==> src/hw/rtl/rims_pkg.sv <==
// ============================================================================
// rims_pkg
// Shared widths, limits and types for the rotation-invariant minimum SSD block.
// ============================================================================
`default_nettype none

package rims_pkg;

    // descriptor element and arithmetic widths
    localparam int FEAT_W  = 9;
    localparam int DIFF_W  = FEAT_W + 1;
    localparam int SQ_W    = 18;
    localparam int SQ_MAX  = 260100;
    localparam int SSD_W   = 22;
    localparam logic [SSD_W-1:0] SSD_MAX = {SSD_W{1'b1}};

    // shift bound register
    localparam int SHIFT_W = 4;
    localparam int SHIFT_LIMIT = (1 << SHIFT_W) - 1;
    localparam logic [SHIFT_W-1:0] SHIFT_RESET = 4'd1;

    // default descriptor length
    localparam int VECTOR_LENGTH_DEF = 16;

    // register port
    localparam int APB_ADDR_W = 3;
    localparam int APB_DATA_W = 32;
    localparam logic REG_MAX_SHIFT = 1'b0;

    // control from sequencer to every cell
    typedef struct packed {
        logic clear;
        logic add_en;
    } cell_ctrl_t;

endpackage

`default_nettype wire

==> src/hw/rtl/rims_cell.sv <==
// ============================================================================
// rims_cell
// One shift cell: holds a reference sample passed along the chain, squares
// its difference to the broadcast query sample, accumulates the SSD of its
// own shift and takes part in the min wave that runs down the chain.
// ============================================================================
`default_nettype none

module rims_cell #(
    parameter int ACC_W = 22,
    parameter int DIST  = 0
) (
    input  wire logic                               clk,
    input  wire rims_pkg::cell_ctrl_t               ctrl,
    input  wire logic [rims_pkg::SHIFT_W-1:0]       shift_bound,
    input  wire logic signed [rims_pkg::FEAT_W-1:0] query_bcast,
    input  wire logic signed [rims_pkg::FEAT_W-1:0] ref_in,
    output logic signed [rims_pkg::FEAT_W-1:0]      ref_out,
    input  wire logic [ACC_W-1:0]                   min_in,
    output logic [ACC_W-1:0]                        min_out
);

    logic signed [rims_pkg::FEAT_W-1:0]   ref_reg;
    logic [rims_pkg::SQ_W-1:0]            sq_reg;
    logic [ACC_W-1:0]                     acc_reg;
    logic [ACC_W-1:0]                     min_reg;

    logic signed [rims_pkg::DIFF_W-1:0]   diff;
    logic signed [2*rims_pkg::DIFF_W-1:0] prod;
    logic [rims_pkg::SQ_W-1:0]            sq_next;
    logic [ACC_W-1:0]                     acc_next;
    logic [ACC_W-1:0]                     min_next;
    logic                                 in_set;

    always_comb
    begin
        diff    = {query_bcast[rims_pkg::FEAT_W-1], query_bcast}
                - {ref_reg[rims_pkg::FEAT_W-1], ref_reg};
        prod    = diff * diff;
        sq_next = prod[rims_pkg::SQ_W-1:0];

        if (ctrl.clear)
        begin
            acc_next = '0;
        end
        else if (ctrl.add_en)
        begin
            acc_next = acc_reg + ACC_W'(sq_reg);
        end
        else
        begin
            acc_next = acc_reg;
        end

        // only shifts within the bound take part in the minimum
        in_set = (shift_bound >= rims_pkg::SHIFT_W'(DIST));
        if (in_set && (acc_reg < min_in))
        begin
            min_next = acc_reg;
        end
        else
        begin
            min_next = min_in;
        end
    end

    always_ff @(posedge clk)
    begin
        ref_reg <= ref_in;
        sq_reg  <= sq_next;
        acc_reg <= acc_next;
        min_reg <= min_next;
    end

    assign ref_out = ref_reg;
    assign min_out = min_reg;

endmodule

`default_nettype wire

==> config.mk <==
export PLATFORM = sky130hd
export DESIGN_NAME = rims_cell
export DESIGN_NICKNAME = d
export VERILOG_FILES = /design/src/hw/rtl/rims_pkg.sv /design/src/hw/rtl/rims_cell.sv
export SDC_FILE = /design/constraint.sdc
export NUM_CORES = 1
export LEC_CHECK = 0
export BUFFER_PORTS_ARGS = -buffer_cell sky130_fd_sc_hd__buf_2
export CAP_MARGIN = 30
export CORE_ASPECT_RATIO = 1.1
export CORE_MARGIN = 3
export CORE_UTILIZATION = 60
export CTS_BUF_LIST = sky130_fd_sc_hd__clkbuf_2
export DETAILED_ROUTE_END_ITERATION = 8
export HOLD_SLACK_MARGIN = 0.15
export PLACE_DENSITY = 0.82
export SETUP_SLACK_MARGIN = 0.2
export SLEW_MARGIN = 20
export SYNTH_ARGS = -nofsm -noshare
export SYNTH_HDL_FRONTEND = slang
export SYNTH_SLANG_ARGS = --single-unit
export TNS_END_PERCENT = 20
==> constraint.sdc <==
create_clock -name clk -period 14.2 [get_ports clk]
set_input_delay 2.84 -clock clk [delete_from_list [all_inputs] [get_ports clk]]
set_output_delay 2.84 -clock clk [all_outputs]
set_load 0.02 [all_outputs]
### Yosys cells after proc, flatten, opt, wreduce, memory -nomap -nowiden

Index checks and enable logic that the tools add are counted.

| storage, ports and cells | value |
|---|---|
| register bits after elaboration | 71 |
| input bits | 47 |
| output and inout bits | 31 |
| logic and storage cells | 11 |

| cells by class | value |
|---|---|
| $add $sub $neg | 2 |
| $mul | 1 |
| order comparisons | 2 |
| mux-type cells | 1 |
| reduce and logical (&&, ||, !) cells | 1 |

Operator list:

| cell | number |
|---|---|
| $add A22 B18 Y22 | 1 |
| $lt A22 B22 Y1 | 1 |
| $mux W22 | 1 |
| $mul A10 B10 Y18 | 1 |
| $sub A9 B9 Y10 | 1 |
| $ge A4 B1 Y1 const B | 1 |
| $logic_and A1 B1 Y1 | 1 |

### Logic depth before layout (Yosys ltp)

| depth | value |
|---|---|
| word-level depth | 3 |
| mapped depth | 30 |
| depth with buffers taken out | 29 |

### Worst setup path before layout

OpenSTA, ideal clock, no wires.

| timing path | value |
|---|---|
| kind | input-to-reg |
| start point | in query_bcast[0] (netlist name) |
| end point | reg sq_reg[17] (netlist name) |
| library setup time | 121 ps |
| arrival | 8,811 ps |
| data required time | 14,079 ps |
| path slack | 5,268 ps |
| stages | 28 |
| path buffers | 0 |
| path through | inv_1 > ha_1 > inv_1 > fa_1 > a21o_1 > a21oi_1 > o21bai_1 > a21oi_1 > o21ai_0 > xnor2_1 > inv_1 > nand2_1 > inv_1 > fa_1 > inv_1 > fa_1 > inv_1 > fa_1 > fa_1 > inv_1 > fa_1 > inv_1 > ha_1 > and3_1 > a2111o_1 > nor2_1 > o21bai_1 > xnor2_1 |

| on the way | value |
|---|---|
| word-level cells in the longest chain between the ends | 2 |

RTL lines:

| what | RTL line | source |
|---|---|---|
| start, declared | rims_cell.sv:16 | `input wire logic signed [rims_pkg::FEAT_W-1:0] query_bcast,` |
| $sub A9 B9 Y10 | rims_cell.sv:38 | `- {ref_reg[rims_pkg::FEAT_W-1], ref_reg};` |
| $mul A10 B10 Y18 | rims_cell.sv:39 | `prod = diff * diff;` |
| net prod, one bit | rims_cell.sv:29 | `logic signed [2*rims_pkg::DIFF_W-1:0] prod;` |
| end signal, assigned | rims_cell.sv:70 | `sq_reg <= sq_next;` |
| end, declared | rims_cell.sv:24 | `logic [rims_pkg::SQ_W-1:0] sq_reg;` |

The timed path passes the listed nets, and every way through them passes these cells.
A chain may end at the register's enable or synchronous reset.

### Worst setup path in the final report

Same ends and word-level chain as after synthesis.

==> impl_metrics.toml <==
[floorplanning]
die_width_um = 108
fp.dieH_um = 118
initial_utilization_pct = 61.9
rows = 40
io_pins = 78
die_area_sq_um = 12700
core_sq_um = 11100

[grt]
overflow = 0
met3_usage_pct = 3.68
met2_usage_pct = 40.8
top_usage_layer = "met2"
antenna_found_initial = 0
grt_pass1_vias = 5372
use_met1_pct = 24.8
grt_use_total_pct = 21.8
grt_first_pass_wirelength_um = 22700
grt_max_degree = 26

[hold_path]
hp-class = "reg -> reg"

[timing]
slew_violations = 0
worst_slew_pin_slew_ns = 0.685
period_needed_ns = 9.14
skew_ns = 0.0256
slew_headroom_pct = 54.0
setup_tns_ns = 0
hold_viol = 0
setup_viol = 0
grt_setup_unrepaired = "no"
max_freq_mhz = 109
finalCritPeriodShare_pct = 64.3

[route]
ant_nets = 0
via_per_inst = 5.31
drtPass1Iterations = 4
vias = 5151
drt_first_iter_violations = 147
routed_wl_um = 13200
wire_per_inst_um = 13.6
drc = 0

[synthesis]
ys_ff_latch = 70
yosysWarnings = 0
synth_edf_count = 0
ys.flop_type = "dfxtp_1"
synth.net_count = 951
synth_area_leader_cell = "fa_1"
ys_types = 49
synthesis.instances = 742
synth_top_cells_by_area = "fa_1 (21%), dfxtp_1 (20%), ha_1 (16%)"
synth_top_area_share_pct = 21.3
avgSynthCellArea_sq_um = 9.23
async_flop_share_pct = 0
synth_area_sq_um = 6850
ys_seq_area_share_pct = 20.5

[cells_and_area]
area_growth_pct = 9.81
final_cell_mix = "inv_1 (159), ha_1 (89), fa_1 (73), buf_2 (73), dfxtp_1 (70)"
multi_input_area_sq_um = 4810
layout.nets = 1027
seq_area_sq_um = 1400
diodes = 0
drive_gt1_share_pct = 14.9
fillers = 868
layout_commonest_cell = "inv_1"

[cts]
cts.sinks = 70
holdBufCountCts = 0
cts_tree = "yes"
cts_resized = 0
root_buffer = "clkbuf_2"
clk_path_buf_depth = 2
cts_max_level = 3
cts.reportedPaths.clkPinSlew_ns = 0.22
numCtsBuffers = 9
postCtsSetupRepairBufs = 0
clkLatencyLatePin_ns = 0.54

[setup_path]
required_ns = 14.65
max_stage_delay_ns = 0.54
crit_path_end_kind = "register"
critPathBufInv = 9
crit_path_top_delay_cell = "fa_1"
crit_fanout = 6
worstPathArrival_ns = 9.59
crit_top_cell = "inv_1"
start_kind = "primary input"
critPathKind = "in -> reg"
path_delay_family = "adder cells"

[outcome]
run_status = "complete, no violations"

[placement]
io_buffer_count = 73
dpl.hpwl_um = 11000
gp_congestion = 0.923

[run]
maxCapViolCount = 0
-- cell usage after synthesis (2+ instances only) --
cell type / instances
inv_1: 159
ha_1: 89
fa_1: 73
dfxtp_1: 70
nor2_1: 65
xnor2_1: 40
a21oi_1: 38
nand2_1: 31
o21ai_0: 24
mux2_2: 22
a21o_1: 15
mux2i_1: 11
xor2_1: 10
nand2b_1: 9
a211oi_1: 7
and3_1: 7
clkbuf_1: 6
o21bai_1: 6
nand3_1: 5
o21a_1: 5
nor2b_1: 4
or2_2: 4
a31oi_1: 3
nor3_1: 3
nor3b_1: 3
o22ai_1: 3
a211oi_2: 2
and4_1: 2
buf_1: 2
buf_4: 2
nand4b_1: 2
nor4_1: 2
or3_1: 2
-- worst paths after layout --
| path | start | to | slack (ns) | cells past startpoint |
|---|---|---|---|---|
| max | query_bcast[0] | sq_reg[17] | 5.06 | 29 |
| min | acc_reg[16] | acc_reg[16] | 0.52 | 2 |
| max reg2reg | ref_out[0] | sq_reg[17] | 7.13 | 27 |
| min reg2reg | acc_reg[16] | acc_reg[16] | 0.52 | 2 |
-- worst min-delay path, stage by stage (launching register included) --
cell and delay, ns:
dfxtp_1 0.38, nand2_1 0.06, o21ai_0 0.06
-- area by class of cell --
| class | instances | area share, % |
|---|---|---|
| flip-flops and latches | 70 | 18.6 |
| clock buffers | 9 | 0.599 |
| inverters | 160 | 7.98 |
| multi-input cells | 502 | 64.0 |
| well taps | 147 | 2.45 |
| repair buffers | 75 | 5.06 |
| clock inverters | 7 | 1.28 |
-- logic make-up (layout without fill, tap and decap cells) --
kind of cell               after synthesis  count (layout)  share of synthesized area [%]
and+or+nand+nor                        144             144                           9.88
muxes                                   33              33                           5.22
xor gates and xnor gates                50              50                           6.39
DFF                                     70              70                           20.5
adders and majority gates              162             162                           37.6
AOI/OAI and AO/OA                      113             113                           11.0
buffers and inverters                  170             251                           9.42
-- per-layer routing --
| metal | routed length [um] | share of wire [%] | up-vias |
|---|---|---|---|
| met5 | 0 | 0 | - |
| met4 | 254 | 1.9 | 0 |
| met3 | 527 | 4.0 | 24 |
| met2 | 6870 | 52 | 115 |
| met1 | 5530 | 42 | 2473 |
| li1 | - | - | 2539 |
-- stage by stage --
stage	setup slack, ns	area [sq um]	cells	hold WS, ns	util [%]
after floorplan	5.27	6850	742	0.469	-
after global placement	4.62	7380	954	0.496	66.7
after detailed placement	4.50	7380	954	0.505	66.7
after CTS	5.13	7520	970	0.528	68.0
after global routing	4.81	7520	970	0.566	68.0
final	5.06	7520	970	0.522	68.0
Power is not shown: default switching activity piles up to over one toggle a cycle in this logic, so the estimate is an artifact.
